--- config.mk ---
export PLATFORM = sky130hd
export DESIGN_NAME = sjis_text_glyph_locator
export DESIGN_NICKNAME = d
export VERILOG_FILES = /design/src/rtl/sjgl_pkg.sv /design/src/rtl/sjis_text_glyph_locator.sv /design/src/rtl/sjgl_front.sv /design/src/rtl/sjgl_queue.sv /design/src/rtl/sjgl_back.sv
export SDC_FILE = /design/constraint.sdc
export NUM_CORES = 1
export LEC_CHECK = 0
export ABC_AREA = 1
export ABC_CLOCK_PERIOD_IN_PS = 8070
export BUFFER_PORTS_ARGS = -buffer_cell sky130_fd_sc_hd__buf_2
export CORE_ASPECT_RATIO = 0.8
export CORE_MARGIN = 2
export CORE_UTILIZATION = 60
export DETAILED_ROUTE_END_ITERATION = 6
export PLACE_DENSITY = 0.83
export SLEW_MARGIN = 25
export SYNTH_ARGS = -nofsm -noshare
export SYNTH_HDL_FRONTEND = slang
export SYNTH_SLANG_ARGS = --single-unit
--- constraint.sdc ---
create_clock -name clk_i -period 8.07 [get_ports clk_i]
set_input_delay 0 -clock clk_i [delete_from_list [all_inputs] [get_ports clk_i]]
set_output_delay 0 -clock clk_i [all_outputs]
set_load 0.01 [all_outputs]
--- src/rtl/sjgl_pkg.sv ---
package sjgl_pkg;

  localparam int unsigned QueueDepth = 4;

  localparam int unsigned TextW   = 8;
  localparam int unsigned IndexW  = 14;
  localparam int unsigned OffsetW = 20;
  localparam int unsigned PenW    = 16;

  localparam logic [OffsetW-1:0] WideBaseReset = OffsetW'(288 * 36);

  typedef struct packed {
    logic              clr;
    logic              emit;
    logic              wide;
    logic [IndexW-1:0] idx;
  } glyph_cmd_t;

endpackage

--- src/rtl/sjis_text_glyph_locator.sv ---
// Channel   Handshake                   Payload
// text in   in_valid_i / in_stall_o     text_byte_i, string_start_i
// glyph out out_valid_o / out_stall_i   wide_glyph_o, glyph_index_o, rom_offset_o, pen_x_o
// config    cfg_we_i                    cfg_wdata_i (wide_glyph_base)
//
// One text byte per cycle while the command queue has room; a glyph for a trail
// or single byte passes the front decode, the command queue and the output register.
// The front stalls only when the QueueDepth-entry command queue is full.
// A held output transfer stalls the back; the queue absorbs the front meanwhile.
// Reset clears the pending lead, the pen and the queue; the wide base returns to 10368.
module sjis_text_glyph_locator #(
  parameter int unsigned QueueDepth = sjgl_pkg::QueueDepth
) (
  input  logic                          clk_i,
  input  logic                          rst_ni,
  input  logic                          cfg_we_i,
  input  logic [sjgl_pkg::OffsetW-1:0]  cfg_wdata_i,
  input  logic                          in_valid_i,
  output logic                          in_stall_o,
  input  logic [sjgl_pkg::TextW-1:0]    text_byte_i,
  input  logic                          string_start_i,
  output logic                          out_valid_o,
  input  logic                          out_stall_i,
  output logic                          wide_glyph_o,
  output logic [sjgl_pkg::IndexW-1:0]   glyph_index_o,
  output logic [sjgl_pkg::OffsetW-1:0]  rom_offset_o,
  output logic [sjgl_pkg::PenW-1:0]     pen_x_o
);
  import sjgl_pkg::*;

  logic       q_full, q_empty, q_push, q_pop;
  glyph_cmd_t push_cmd, head_cmd;

  sjgl_front u_front (
    .clk_i          (clk_i),
    .rst_ni         (rst_ni),
    .in_valid_i     (in_valid_i),
    .in_stall_o     (in_stall_o),
    .text_byte_i    (text_byte_i),
    .string_start_i (string_start_i),
    .q_full_i       (q_full),
    .q_push_o       (q_push),
    .q_cmd_o        (push_cmd)
  );

  sjgl_queue #(
    .Depth (QueueDepth)
  ) u_queue (
    .clk_i      (clk_i),
    .rst_ni     (rst_ni),
    .push_i     (q_push),
    .push_cmd_i (push_cmd),
    .full_o     (q_full),
    .pop_i      (q_pop),
    .head_o     (head_cmd),
    .empty_o    (q_empty)
  );

  sjgl_back u_back (
    .clk_i         (clk_i),
    .rst_ni        (rst_ni),
    .cfg_we_i      (cfg_we_i),
    .cfg_wdata_i   (cfg_wdata_i),
    .head_i        (head_cmd),
    .q_empty_i     (q_empty),
    .q_pop_o       (q_pop),
    .out_valid_o   (out_valid_o),
    .out_stall_i   (out_stall_i),
    .wide_glyph_o  (wide_glyph_o),
    .glyph_index_o (glyph_index_o),
    .rom_offset_o  (rom_offset_o),
    .pen_x_o       (pen_x_o)
  );

endmodule

--- src/rtl/sjgl_front.sv ---
module sjgl_front (
  input  logic                        clk_i,
  input  logic                        rst_ni,
  input  logic                        in_valid_i,
  output logic                        in_stall_o,
  input  logic [sjgl_pkg::TextW-1:0]  text_byte_i,
  input  logic                        string_start_i,
  input  logic                        q_full_i,
  output logic                        q_push_o,
  output sjgl_pkg::glyph_cmd_t        q_cmd_o
);
  import sjgl_pkg::*;

  localparam logic [7:0] BlankGlyph = 8'd96;

  function automatic logic is_lead(input logic [7:0] b);
    return (b >= 8'h81 && b <= 8'h9F) || (b >= 8'hE0 && b <= 8'hFC);
  endfunction

  logic             lead_pending_q, lead_pending_d;
  logic [7:0]       held_lead_q;
  logic             take;
  logic             pend_eff;
  logic             is_zero;
  logic             lead_b;
  logic [8:0]       half_idx;
  logic             trail_ok;
  logic [7:0]       row0, row1, row2, cell0, cell1;
  logic [6:0]       row_rel, cell_rel;
  logic [13:0]      wide_idx;
  glyph_cmd_t       cmd;

  assign in_stall_o = q_full_i;
  assign take       = in_valid_i & ~in_stall_o;
  assign pend_eff   = lead_pending_q & ~string_start_i;
  assign is_zero    = (text_byte_i == 8'h00);
  assign lead_b     = is_lead(text_byte_i);

  always_comb begin
    if (text_byte_i < 8'd33 || text_byte_i == 8'd127) begin
      half_idx = {1'b0, BlankGlyph};
    end else if (text_byte_i <= 8'd126) begin
      half_idx = {1'b0, text_byte_i - 8'd32};
    end else if (text_byte_i == 8'd128) begin
      half_idx = 9'd95;
    end else if (text_byte_i >= 8'd160) begin
      half_idx = {1'b0, text_byte_i} + 9'd32;
    end else begin
      half_idx = {1'b0, BlankGlyph};
    end
  end

  // Shift-JIS pair to JIS row/cell, rows from 0x30 folded down by 8
  always_comb begin
    trail_ok = (text_byte_i >= 8'h40) && (text_byte_i <= 8'hFC) &&
               (text_byte_i != 8'h7F) && is_lead(held_lead_q);
    row0  = held_lead_q - ((held_lead_q <= 8'h9F) ? 8'h71 : 8'hB1);
    row1  = {row0[6:0], 1'b1};
    cell0 = (text_byte_i > 8'h7F) ? text_byte_i - 8'd1 : text_byte_i;
    if (cell0 >= 8'h9E) begin
      cell1 = cell0 - 8'h7D;
      row2  = row1 + 8'd1;
    end else begin
      cell1 = cell0 - 8'h1F;
      row2  = row1;
    end
    if (row2 >= 8'h30) begin
      row2 = row2 - 8'd8;
    end
    row_rel  = 7'(row2 - 8'h21);
    cell_rel = 7'(cell1 - 8'h21);
    wide_idx = trail_ok ? 14'(row_rel * 14'd94) + {7'd0, cell_rel} : '0;
  end

  always_comb begin
    cmd.clr  = string_start_i | is_zero;
    cmd.emit = ~is_zero & (pend_eff | ~lead_b);
    cmd.wide = pend_eff;
    cmd.idx  = pend_eff ? wide_idx : {5'd0, half_idx};
  end

  assign q_push_o       = take & (cmd.clr | cmd.emit);
  assign q_cmd_o        = cmd;
  assign lead_pending_d = ~is_zero & ~pend_eff & lead_b;

  always_ff @(posedge clk_i or negedge rst_ni) begin
    if (!rst_ni) begin
      lead_pending_q <= 1'b0;
    end else if (take) begin
      lead_pending_q <= lead_pending_d;
    end
  end

  always_ff @(posedge clk_i) begin
    if (take && lead_pending_d) begin
      held_lead_q <= text_byte_i;
    end
  end

  a_lead_held_valid: assert property (@(posedge clk_i) disable iff (!rst_ni)
    lead_pending_q |-> is_lead(held_lead_q))
    else $error("pending lead is not a lead byte");

endmodule

--- src/rtl/sjgl_queue.sv ---
module sjgl_queue #(
  parameter int unsigned Depth = sjgl_pkg::QueueDepth
) (
  input  logic                  clk_i,
  input  logic                  rst_ni,
  input  logic                  push_i,
  input  sjgl_pkg::glyph_cmd_t  push_cmd_i,
  output logic                  full_o,
  input  logic                  pop_i,
  output sjgl_pkg::glyph_cmd_t  head_o,
  output logic                  empty_o
);
  import sjgl_pkg::*;

  localparam int unsigned PtrW = (Depth > 1) ? $clog2(Depth) : 1;
  localparam int unsigned CntW = $clog2(Depth + 1);
  localparam logic [PtrW-1:0] LastPtr = PtrW'(Depth - 1);

  glyph_cmd_t      mem_q [Depth];
  logic [PtrW-1:0] wr_ptr_q, rd_ptr_q;
  logic [CntW-1:0] count_q;
  logic            do_push, do_pop;

  assign full_o  = (count_q == CntW'(Depth));
  assign empty_o = (count_q == '0);
  assign do_push = push_i & ~full_o;
  assign do_pop  = pop_i & ~empty_o;
  assign head_o  = mem_q[rd_ptr_q];

  always_ff @(posedge clk_i or negedge rst_ni) begin
    if (!rst_ni) begin
      wr_ptr_q <= '0;
      rd_ptr_q <= '0;
      count_q  <= '0;
    end else begin
      if (do_push) begin
        wr_ptr_q <= (wr_ptr_q == LastPtr) ? '0 : wr_ptr_q + PtrW'(1);
      end
      if (do_pop) begin
        rd_ptr_q <= (rd_ptr_q == LastPtr) ? '0 : rd_ptr_q + PtrW'(1);
      end
      if (do_push && !do_pop) begin
        count_q <= count_q + CntW'(1);
      end else if (do_pop && !do_push) begin
        count_q <= count_q - CntW'(1);
      end
    end
  end

  always_ff @(posedge clk_i) begin
    if (do_push) begin
      mem_q[wr_ptr_q] <= push_cmd_i;
    end
  end

  a_count_bound: assert property (@(posedge clk_i) disable iff (!rst_ni)
    count_q <= CntW'(Depth))
    else $error("queue count past depth");

  a_no_push_full: assert property (@(posedge clk_i) disable iff (!rst_ni)
    full_o |-> !push_i)
    else $error("push into full queue");

endmodule

--- src/rtl/sjgl_back.sv ---
module sjgl_back (
  input  logic                          clk_i,
  input  logic                          rst_ni,
  input  logic                          cfg_we_i,
  input  logic [sjgl_pkg::OffsetW-1:0]  cfg_wdata_i,
  input  sjgl_pkg::glyph_cmd_t          head_i,
  input  logic                          q_empty_i,
  output logic                          q_pop_o,
  output logic                          out_valid_o,
  input  logic                          out_stall_i,
  output logic                          wide_glyph_o,
  output logic [sjgl_pkg::IndexW-1:0]   glyph_index_o,
  output logic [sjgl_pkg::OffsetW-1:0]  rom_offset_o,
  output logic [sjgl_pkg::PenW-1:0]     pen_x_o
);
  import sjgl_pkg::*;

  localparam logic [PenW:0] HalfAdvance = (PenW+1)'(14);
  localparam logic [PenW:0] WideAdvance = (PenW+1)'(26);

  logic [OffsetW-1:0] base_q;
  logic [PenW-1:0]    pen_q, pen_d, pen_cur;
  logic [PenW:0]      pen_sum;
  logic               out_valid_q;
  logic               out_free;
  logic               pop;
  logic               emit;
  logic [OffsetW-1:0] offset;
  logic [OffsetW-1:0] wide_off;
  logic [OffsetW-1:0] half_off;

  logic               wide_q;
  logic [IndexW-1:0]  index_q;
  logic [OffsetW-1:0] offset_q;
  logic [PenW-1:0]    pen_x_q;

  assign out_free = ~out_valid_q | ~out_stall_i;
  assign pop      = ~q_empty_i & (~head_i.emit | out_free);
  assign emit     = pop & head_i.emit;
  assign q_pop_o  = pop;

  assign pen_cur  = head_i.clr ? '0 : pen_q;
  assign pen_sum  = {1'b0, pen_cur} + (head_i.wide ? WideAdvance : HalfAdvance);
  assign pen_d    = pen_sum[PenW] ? '1 : pen_sum[PenW-1:0];

  assign wide_off = base_q + OffsetW'({7'd0, head_i.idx} * 21'd72);
  assign half_off = OffsetW'({6'd0, head_i.idx} * 20'd36);
  assign offset   = head_i.wide ? wide_off : half_off;

  always_ff @(posedge clk_i or negedge rst_ni) begin
    if (!rst_ni) begin
      base_q      <= WideBaseReset;
      pen_q       <= '0;
      out_valid_q <= 1'b0;
    end else begin
      if (cfg_we_i) begin
        base_q <= cfg_wdata_i;
      end
      if (pop) begin
        pen_q <= head_i.emit ? pen_d : pen_cur;
      end
      if (emit) begin
        out_valid_q <= 1'b1;
      end else if (!out_stall_i) begin
        out_valid_q <= 1'b0;
      end
    end
  end

  always_ff @(posedge clk_i) begin
    if (emit) begin
      wide_q   <= head_i.wide;
      index_q  <= head_i.idx;
      offset_q <= offset;
      pen_x_q  <= pen_cur;
    end
  end

  assign out_valid_o   = out_valid_q;
  assign wide_glyph_o  = wide_q;
  assign glyph_index_o = index_q;
  assign rom_offset_o  = offset_q;
  assign pen_x_o       = pen_x_q;

  a_emit_has_room: assert property (@(posedge clk_i) disable iff (!rst_ni)
    emit |-> out_free)
    else $error("glyph issued over an untaken transfer");

  a_pen_advances: assert property (@(posedge clk_i) disable iff (!rst_ni)
    (emit && !head_i.clr && pen_q != '1) |=> pen_q > $past(pen_q))
    else $error("pen did not advance");

endmodule

==> results of run 1 <==
## synthesized netlist by cell type, types with 16 or more instances
cell / number
sky130_fd_sc_hd__xnor2_1: 16
sky130_fd_sc_hd__edfxtp_1: 127
sky130_fd_sc_hd__nand2_1: 215
sky130_fd_sc_hd__nor2_1: 118
sky130_fd_sc_hd__a21oi_1: 62
sky130_fd_sc_hd__xor2_1: 36
sky130_fd_sc_hd__ha_1: 95
sky130_fd_sc_hd__inv_1: 161
sky130_fd_sc_hd__clkbuf_1: 17
sky130_fd_sc_hd__fa_1: 18
sky130_fd_sc_hd__nand3_1: 68
sky130_fd_sc_hd__dfrtp_1: 42
sky130_fd_sc_hd__o21ai_0: 76
sky130_fd_sc_hd__o22ai_1: 16
## layout by cell type (no fill, tap or decap), types with 16 or more instances in the layout
| cell | netlist | final |
|---|---|---|
| sky130_fd_sc_hd__xor2_1 | 36 | 36 |
| sky130_fd_sc_hd__clkbuf_16 | 0 | 17 |
| sky130_fd_sc_hd__nor2_1 | 118 | 115 |
| sky130_fd_sc_hd__edfxtp_1 | 127 | 127 |
| sky130_fd_sc_hd__o21ai_0 | 76 | 76 |
| sky130_fd_sc_hd__dfrtp_1 | 42 | 42 |
| sky130_fd_sc_hd__inv_1 | 161 | 160 |
| sky130_fd_sc_hd__a21oi_1 | 62 | 62 |
| sky130_fd_sc_hd__dlygate4sd3_1 | 0 | 32 |
| sky130_fd_sc_hd__buf_2 | 1 | 85 |
| sky130_fd_sc_hd__nand2_1 | 215 | 215 |
| sky130_fd_sc_hd__fa_1 | 18 | 18 |
| sky130_fd_sc_hd__ha_1 | 95 | 95 |
| sky130_fd_sc_hd__o22ai_1 | 16 | 16 |
| sky130_fd_sc_hd__xnor2_1 | 16 | 16 |
| sky130_fd_sc_hd__nand3_1 | 68 | 68 |
## metrics by stage
| step | instances | setup slack, ns | utilization, % | cell area (um2) | hold slack, ns |
|---|---|---|---|---|---|
| after floorplan | 1207 | 2.16 | - | 11000 | -0.296 |
| final | 1567 | 1.15 | 69.7 | 12600 | 0.0810 |
| after detailed placement | 1503 | 1.40 | 64.4 | 11700 | 0.0609 |
| after global placement | 1503 | 1.79 | 64.4 | 11700 | 0.207 |
| after global routing | 1567 | 0.654 | 69.7 | 12600 | 0.134 |
| after CTS | 1567 | 1.26 | 69.7 | 12600 | 0.0539 |
## kinds of logic after synthesis
kind of cell / count (synthesis)
AND/OR/NAND/NOR: 465
AO/OA/AOI/OAI: 197
buffers and inverters: 193
flip-flops: 172
adder cells (fa/ha/maj): 113
XOR/XNOR: 52
multiplexers: 15
## critical path, delay by kind of cell
kind            cells  cell delay [ns]
fa+ha+maj           7             2.88
buf+inv             8             1.39
compound gates      3             0.38
simple gates       16             2.04
xor+xnor            1             0.36
## flip-flops by register name, indices dropped and copies added, names as in the netlist
signal                  count
u_back.pen_x_o             16
u_queue.count_q             3
u_back.pen_q               16
u_back.out_valid_o          1
u_front.held_lead_q         8
u_back.wide_glyph_o         1
u_queue.mem_q              68
u_back.base_q              20
u_front.lead_pending_q      1
u_back.glyph_index_o       14
u_queue.wr_ptr_q            2
u_back.rom_offset_o        20
u_queue.rd_ptr_q            2
## layout make-up
class | count | area [um2]
timing repair buffer | 120 | 768
multi-input combinational | 842 | 5340
clock inverter | 15 | 208
fill | 1266 | 5490
clock buffer | 17 | 425
sequential | 172 | 4940
tap | 230 | 288
inverter | 171 | 648
## routing by layer
metal	share of wire, %	GRT usage, %
met5	0	0
met4	1.7	6.96
met3	8.1	4.89
met2	48	46.7
met1	42	38.9
## final timing paths
path / startpoint / endpoint / slack (ns)
worst max-delay path: text_byte_i[1] / u_queue.mem_q[3][13] / 1.15
worst min-delay path: cfg_we_i / u_back.base_q[0] / 0.08
worst max register to register: u_front.held_lead_q[0] / u_queue.mem_q[3][13] / 1.30
worst min register to register: u_back.out_valid_o / u_back.out_valid_o / 0.51
max in group asynchronous: rst_ni / u_front.lead_pending_q / 7.51
min in group asynchronous: rst_ni / u_back.base_q[15] / 0.11
==> reports/summary.log, run 1 <==
[global_routing] largest net degree at the start of global routing 52
[worst_setup_path] kind of start point of the critical path primary input
[yosys] share of Yosys cell area claimed by the top area cell type 34.5%
[floorplan] initial cell density of the core 60.9%
[cts] Clk pin slew, worst setup/hold paths 0.08 ns
[sta] Worst Clk Skew 0.0174 ns
[worst_setup_path] largest stage delay on the critical path 0.55 ns
[worst_setup_path] Crit path required time 8.22 ns
[cts] clock network latency to the later pin of the worst-skew pair 0.45 ns
[worst_setup_path] worst setup path category in2reg
[yosys] ys async rst share 26.2%
[yosys] largest family of logic cells by synthesized area simple AND/OR/NAND/NOR gates
[yosys] per-instance average area after synthesis 9.15 um2
[placed_design] Detailed Place HPWL 18,400 um
[global_routing] wire length of the first global-routing pass 43,500 um
[yosys] dominant cell type by area after synthesis sky130_fd_sc_hd__edfxtp_1
[yosys] number of warning messages in the yosys log 0
[detailed_routing] Routed WL per cell 17.0 um
[hold_path] Hold Path Depth 3
[sta] number of endpoints with negative hold slack in the final report 0
[floorplan] horizontal die dimension 156 um
[status] status complete, no violations
[layout] antenna diode count 0
[yosys] mux share of post-synthesis cell area 1.53%
[worst_setup_path] largest driver fanout on the critical path 14
[detailed_routing] first-pass detailed-route iteration total 7
[cts] # Post-CTS Setup Buffers 0
[sta] max frequency 144 MHz
[floorplan] Die Y-Extent 125 um
[detailed_routing] violation count after the first detailed-routing iteration 905
[yosys] fraction of the mapped netlist area in adder cells 14.0%
[yosys] post-synthesis instance total 1,207
[worst_setup_path] depth of the worst register-to-register path 38
[cts] TritonCTS Buffers 17
[sta] setup tns final 0 ns
[yosys] xor/xnor cell area share of the yosys netlist 4.13%
[placed_design] number of buffer cells added on primary ports 86
[layout] # nets final 1,471
[cts] CTS tree done
[layout] share of post-route cells with drive strength above 1 13.9%
[sta] minimum clock period 6.92 ns
[floorplan] num rows 44
[cts] htree depth 4
[yosys] primary flip-flop cell chosen by synthesis mapping sky130_fd_sc_hd__edfxtp_1
[detailed_routing] Final ANT Viol Nets 0
[layout] area growth from synthesis to layout 14.3%
[worst_setup_path] arrival time at the worst endpoint 7.08 ns
[detailed_routing] post-detailed-routing wire length 26,700 um
[yosys] Synth Register Bits 172
[yosys] post-synthesis instance area 11,000 um2
[yosys] count of distinct cell types in the synthesized netlist 55
[yosys] synth top area cells sky130_fd_sc_hd__edfxtp_1, sky130_fd_sc_hd__ha_1, sky130_fd_sc_hd__dfrtp_1
[global_routing] GRT Total Usage 28.2%
[yosys] proportion of synthesized chip area in sequential cells 44.8%
[worst_setup_path] critical path capture point type register
[yosys] post-synthesis compound-gate area fraction 10.2%
[global_routing] number of antenna violations at the first check in global routing 0
[global_routing] via count of the first global-routing pass 8,833
[sta] Final Setup Violations 0
[cts] # clock sinks 172
[cts] cts-stage hold buffer count 32
[yosys] Post-synth EDFFs 127
[cts] root buf cell sky130_fd_sc_hd__clkbuf_16
[placed_design] gp weighted congestion 0.910
[yosys] fraction of the mapped netlist area in simple logic gates 18.4%
[cts] PostCTS Resize Cnt 0
[sta] Worst slew margin 30.3%
[worst_setup_path] most repeated library cell on the critical path sky130_fd_sc_hd__nand2_1
[sta] Slew Viols, Final 0
[cts] buffers from clock root to sink, at most 2
[floorplan] Die Area 19,500 um2
[sta] Worst Tran Pin Value 1.04 ns
[sta] Final Cycle Share 85.8%
[detailed_routing] via count 9,133
[hold_path] Hold WC Path Type in2reg
[job] number of maximum-capacitance violations 0
[worst_setup_path] Critical-path top delay cell sky130_fd_sc_hd__fa_1
[floorplan] Core Footprint 18,100 um2
[global_routing] final global-route overflow total 0
[detailed_routing] Vias per Instance 5.83
[detailed_routing] DRC violations left 0
[sta] unrepaired setup endpoints after global routing no
[floorplan] count of boundary I/O pins 87
[yosys] net count of the mapped netlist 1,354
Power of run 1 is left out: the tool's default activity adds up to more than one toggle a clock period on the data nets, which glitch-free logic cannot reach.
==> run 2, diff against run 1 <==
--- a/config.mk
+++ b/config.mk
@@ -9,7 +9,7 @@
 export ABC_CLOCK_PERIOD_IN_PS = 8070
 export BUFFER_PORTS_ARGS = -buffer_cell sky130_fd_sc_hd__buf_2
 export CORE_ASPECT_RATIO = 0.8
-export CORE_MARGIN = 2
+export CORE_MARGIN = 5
 export CORE_UTILIZATION = 60
 export DETAILED_ROUTE_END_ITERATION = 6
 export PLACE_DENSITY = 0.83
==> run 2 against run 1 <==
Against the previous run:
- the flow now finishes with violations (design-rule violations)
- first-iteration DRC count up 5.3%
- critical path depth down 1
- clock-buffer cell count up 2
- critical path type unchanged
- global-route usage down 4.0 points
- register-to-register slack worse by 0.04 ns
- routed wire length down 4.8%
- via count down 3.2%
- clock skew about the same
- die area up 8.8%
==> reports/summary.log, run 2 (synthesized netlist as in run 1, its figures left out) <==
[status] status complete, but fails checks
[status] violations in the final reports design-rule violations
[sta] unrepaired setup endpoints after global routing no
[hold_path] Hold WC Path Type in2reg
[global_routing] via count of the first global-routing pass 8,493
[global_routing] wire length of the first global-routing pass 41,800 um
[cts] TritonCTS Buffers 17
[detailed_routing] met2 WL post-DR 11,900 um
[placed_design] gp weighted congestion 0.946
[worst_setup_path] largest driver fanout on the critical path 14
[worst_setup_path] critical path capture point type register
[detailed_routing] DRC violations left 1
[sta] max frequency 143 MHz
[layout] share of post-route cells with drive strength above 1 13.8%
[floorplan] horizontal die dimension 162 um
[global_routing] largest net degree at the start of global routing 52
[detailed_routing] via count 8,838
[layout] area growth from synthesis to layout 13.7%
[global_routing] final global-route overflow total 0
[sta] Worst Clk Skew 0.0177 ns
[cts] PostCTS Resize Cnt 0
[floorplan] Die Y-Extent 131 um
[floorplan] Core Footprint 18,100 um2
[placed_design] number of buffer cells added on primary ports 86
[layout] number of flip-flops under the largest register name 68
[sta] Final Setup Violations 0
[sta] Final Cycle Share 86.6%
[sta] Worst slew margin 31.9%
[detailed_routing] Final ANT Viol Nets 0
[worst_setup_path] buffers and inverters on the worst path 8
[worst_setup_path] largest stage delay on the critical path 0.54 ns
[layout] leading cell type in the layout, fill and taps excluded sky130_fd_sc_hd__nand2_1
[cts] Clk pin slew, worst setup/hold paths 0.07 ns
[sta] Slew Viols, Final 0
[placed_design] Detailed Place HPWL 18,000 um
[worst_setup_path] most repeated library cell on the critical path sky130_fd_sc_hd__nand2_1
[floorplan] Die Area 21,200 um2
[floorplan] count of boundary I/O pins 87
[layout] most used cells in the layout excluding fill and tap cells sky130_fd_sc_hd__nand2_1, sky130_fd_sc_hd__inv_1, sky130_fd_sc_hd__edfxtp_1, sky130_fd_sc_hd__nor2_1, sky130_fd_sc_hd__ha_1
[floorplan] num rows 44
[worst_setup_path] worst setup path category in2reg
[sta] number of endpoints with negative hold slack in the final report 0
[global_routing] number of antenna violations at the first check in global routing 1
[detailed_routing] Vias per Instance 5.64
[global_routing] GRT Total Usage 24.2%
[cts] root buf cell sky130_fd_sc_hd__clkbuf_16
[worst_setup_path] kind of start point of the critical path primary input
[worst_setup_path] arrival time at the worst endpoint 7.15 ns
[detailed_routing] routed length on met1 11,200 um
[detailed_routing] Routed WL per cell 16.2 um
[worst_setup_path] FF-to-FF setup slack 1.26 ns
[detailed_routing] violation count after the first detailed-routing iteration 953
[job] number of maximum-capacitance violations 0
[detailed_routing] first-pass detailed-route iteration total 7
[detailed_routing] post-detailed-routing wire length 25,400 um
[detailed_routing] highest layer used for signal routing met5
[worst_setup_path] cell family with the largest share of critical-path delay adder cells
[cts] clock network latency to the later pin of the worst-skew pair 0.44 ns
[layout] largest register by flop count u_queue.mem_q
[layout] # nets final 1,470
[sta] Worst Tran Pin Value 1.02 ns
[sta] minimum clock period 6.99 ns
[layout] antenna diode count 0
[sta] setup tns final 0 ns
[detailed_routing] Detail Route met3 WL 2010 um
[floorplan] initial cell density of the core 60.9%
[cts] buffers from clock root to sink, at most 2
[worst_setup_path] Crit path required time 8.23 ns
[worst_setup_path] Critical-path top delay cell sky130_fd_sc_hd__dlygate4sd3_1
[cts] CTS tree done
[cts] # clock sinks 172
[cts] htree depth 4
==> run 2: timing repair <==
| item | in CTS | in global routing |
|---|---|---|
| hold endpoints to repair | 83 | 0 |
| hold buffers | 32 | 0 |
| setup buffers | 0 | 0 |
==> run 2: path summary, 6_finish.rpt <==
| path | from | end | cells after the start |
|---|---|---|---|
| hold reg to reg | u_back.out_valid_o | u_back.out_valid_o | 2 |
| min in group asynchronous | rst_ni | u_back.base_q[16] | 2 |
| hold / removal | cfg_we_i | u_back.base_q[1] | 3 |
| setup reg to reg | u_front.held_lead_q[0] | u_queue.mem_q[0][12] | 35 |
| setup / recovery | text_byte_i[0] | u_queue.mem_q[0][12] | 34 |
| max in group asynchronous | rst_ni | u_front.lead_pending_q | 2 |
==> run 2: cell type report <==
class,count,area (um2)
Inverter,171,648
Sequential cell,172,4940
Multi-Input combinational cell,842,5350
Clock inverter,13,128
Fill cell,1312,5560
Tap cell,230,288
Clock buffer,19,443
Timing Repair Buffer,119,761
==> run 2: worst min-delay path, delay by kind of cell <==
kind	cells	cell delay (ns)
buf+inv	1	0.27
compound gates	1	0.06
simple gates	1	0.11
==> run 2: routing by layer <==
metal / vias up / track usage (%)
met3: 48 / 4.85
li1: 4305 / -
met5: - / 0
met1: 4101 / 34.3
met4: 2 / 5.59
met2: 382 / 38.9
==> run 2: stage by stage <==
step           cell area [um2]  utilization [%]  worst slack [ns]  cells  hold WS, ns
2_1_floorplan            11000                -              2.16   1207       -0.296
3_3_place_gp             11700             64.4              1.81   1502        0.208
3_5_place_dp             11700             64.4              1.39   1502       0.0502
4_1_cts                  12500             69.3              1.22   1566       0.0610
5_1_grt                  12600             69.3             0.612   1566       0.0898
6_report                 12600             69.3              1.08   1566       0.0581
Power of run 2 is left out for the same reason.
==> run 3, diff against run 2 <==
--- a/config.mk
+++ b/config.mk
@@ -13,6 +13,7 @@
 export CORE_UTILIZATION = 60
 export DETAILED_ROUTE_END_ITERATION = 6
 export PLACE_DENSITY = 0.83
+export REMOVE_ABC_BUFFERS = 1
 export SLEW_MARGIN = 25
 export SYNTH_ARGS = -nofsm -noshare
 export SYNTH_HDL_FRONTEND = slang
==> run 3 against run 2 <==
Against the previous run:
- the flow now finishes without violations
- clock skew decreased by 0.0044 ns
- cell count unchanged
- clock-buffer cell count unchanged
- highest routed layer is now met4
- worst hold slack got worse by 0.0027 ns
- worst setup slack improved by 0.19 ns
- via count increased by 0.34%
- largest cell class unchanged
==> reports/summary.log, run 3 (synthesized netlist as in run 1, its figures left out) <==
[layout] # nets final 1,470
[cts] # clock sinks 172
[cts] htree depth 4
[worst_setup_path] Crit path required time 8.22 ns
[cts] Clk pin slew, worst setup/hold paths 0.07 ns
[worst_setup_path] largest driver fanout on the critical path 14
[global_routing] largest net degree at the start of global routing 52
[placed_design] Detailed Place HPWL 18,000 um
[sta] max frequency 147 MHz
[floorplan] Die Y-Extent 131 um
[worst_setup_path] largest stage delay on the critical path 0.55 ns
[detailed_routing] DRC violations left 0
[floorplan] num rows 44
[detailed_routing] Final ANT Viol Nets 0
[detailed_routing] via count 8,868
[sta] Final Setup Violations 0
[sta] Worst Clk Skew 0.0133 ns
[cts] root buf cell sky130_fd_sc_hd__clkbuf_16
[detailed_routing] violation count after the first detailed-routing iteration 774
[detailed_routing] post-detailed-routing wire length 25,700 um
[global_routing] wire length of the first global-routing pass 42,100 um
[layout] leading cell type in the layout, fill and taps excluded sky130_fd_sc_hd__nand2_1
[detailed_routing] Vias per Instance 5.66
[sta] Worst slew margin 32.5%
[layout] fill cell instance count of the final layout 1,273
[hold_path] Hold WC Path Type in2reg
[worst_setup_path] worst setup path category in2reg
[layout] most used cells in the layout excluding fill and tap cells sky130_fd_sc_hd__nand2_1, sky130_fd_sc_hd__inv_1, sky130_fd_sc_hd__edfxtp_1, sky130_fd_sc_hd__nor2_1, sky130_fd_sc_hd__ha_1
[global_routing] number of antenna violations at the first check in global routing 0
[job] number of maximum-capacitance violations 0
[floorplan] Die Area 21,200 um2
[worst_setup_path] critical path capture point type register
[sta] unrepaired setup endpoints after global routing no
[layout] number of flip-flops under the largest register name 68
[cts] CTS tree done
[floorplan] Core Footprint 18,100 um2
[worst_setup_path] Critical-path top delay cell sky130_fd_sc_hd__fa_1
[sta] minimum clock period 6.81 ns
[status] status complete, no violations
[layout] area growth from synthesis to layout 13.6%
[layout] largest register by flop count u_queue.mem_q
[global_routing] GRT Total Usage 24.2%
[layout] antenna diode count 0
[sta] Slew Viols, Final 0
[global_routing] via count of the first global-routing pass 8,716
[global_routing] final global-route overflow total 0
[floorplan] count of boundary I/O pins 87
[worst_setup_path] arrival time at the worst endpoint 6.95 ns
[sta] Worst Tran Pin Value 1.01 ns
[floorplan] initial cell density of the core 60.9%
[cts] clock network latency to the later pin of the worst-skew pair 0.44 ns
[layout] share of post-route cells with drive strength above 1 13.8%
[cts] buffers from clock root to sink, at most 2
[sta] Final Cycle Share 84.3%
[floorplan] horizontal die dimension 162 um
[cts] TritonCTS Buffers 17
[sta] number of endpoints with negative hold slack in the final report 0
[worst_setup_path] kind of start point of the critical path primary input
[detailed_routing] first-pass detailed-route iteration total 7
[placed_design] number of buffer cells added on primary ports 86
[placed_design] gp weighted congestion 0.930
[sta] setup tns final 0 ns
[detailed_routing] Routed WL per cell 16.4 um
run 3: stage by stage:
stage / utilization [%] / instance area (um2) / instances / hold WS (ns) / setup WS (ns)
after floorplan: - / 10900 / 1185 / -0.296 / 2.16
after global placement: 64.4 / 11700 / 1502 / 0.209 / 1.75
after detailed placement: 64.4 / 11700 / 1502 / 0.0409 / 1.44
after CTS: 69.2 / 12500 / 1566 / 0.0471 / 1.33
after global routing: 69.3 / 12500 / 1566 / 0.0848 / 0.721
final: 69.3 / 12500 / 1566 / 0.0554 / 1.26
run 3: worst paths after layout:
check | depth (start not counted) | end | slack [ns] | from
setup / recovery | 32 | u_queue.mem_q[1][13] | 1.26 | text_byte_i[0]
hold / removal | 3 | u_back.base_q[2] | 0.06 | cfg_we_i
setup reg to reg | 35 | u_queue.mem_q[1][13] | 1.44 | u_front.held_lead_q[0]
hold reg to reg | 1 | u_back.pen_q[1] | 0.52 | u_back.pen_q[1]
max in group asynchronous | 2 | u_front.lead_pending_q | 7.51 | rst_ni
min in group asynchronous | 2 | u_back.base_q[2] | 0.10 | rst_ni
run 3: final cells by class:
cell class	instances	area, um2	area share (%)
well taps	230	288	2.29
clock buffers	19	433	3.45
flip-flops and latches	172	4940	39.4
multi-input cells	842	5350	42.6
inverters	171	649	5.18
repair buffers	119	761	6.06
clock inverters	13	126	1.01
run 3: critical path: cells and delay by family:
| family | cells | cell delay, ns |
|---|---|---|
| adders and majority gates | 7 | 2.85 |
| and+or+nand+nor | 11 | 1.46 |
| buffers and inverters | 7 | 1.38 |
| AOI/OAI and AO/OA | 5 | 0.69 |
| xor gates and xnor gates | 2 | 0.53 |
run 3: layer usage:
| metal | track usage (%) | vias to the layer above | wire length [um] |
|---|---|---|---|
| met3 | 3.85 | 40 | 1680 |
| li1 | - | 4300 | - |
| met2 | 38.6 | 343 | 12000 |
| met1 | 34.7 | 4185 | 11500 |
| met5 | 0 | - | 0 |
| met4 | 6.86 | 0 | 398 |
run 3: what timing repair did:
action,CTS,global route
hold buffers,32,0
endpoints found under the hold margin,83,0
gates resized for setup,0,0
buffers inserted,0,0
endpoints found under the setup margin,0,0
Power of run 3 is left out for the same reason.
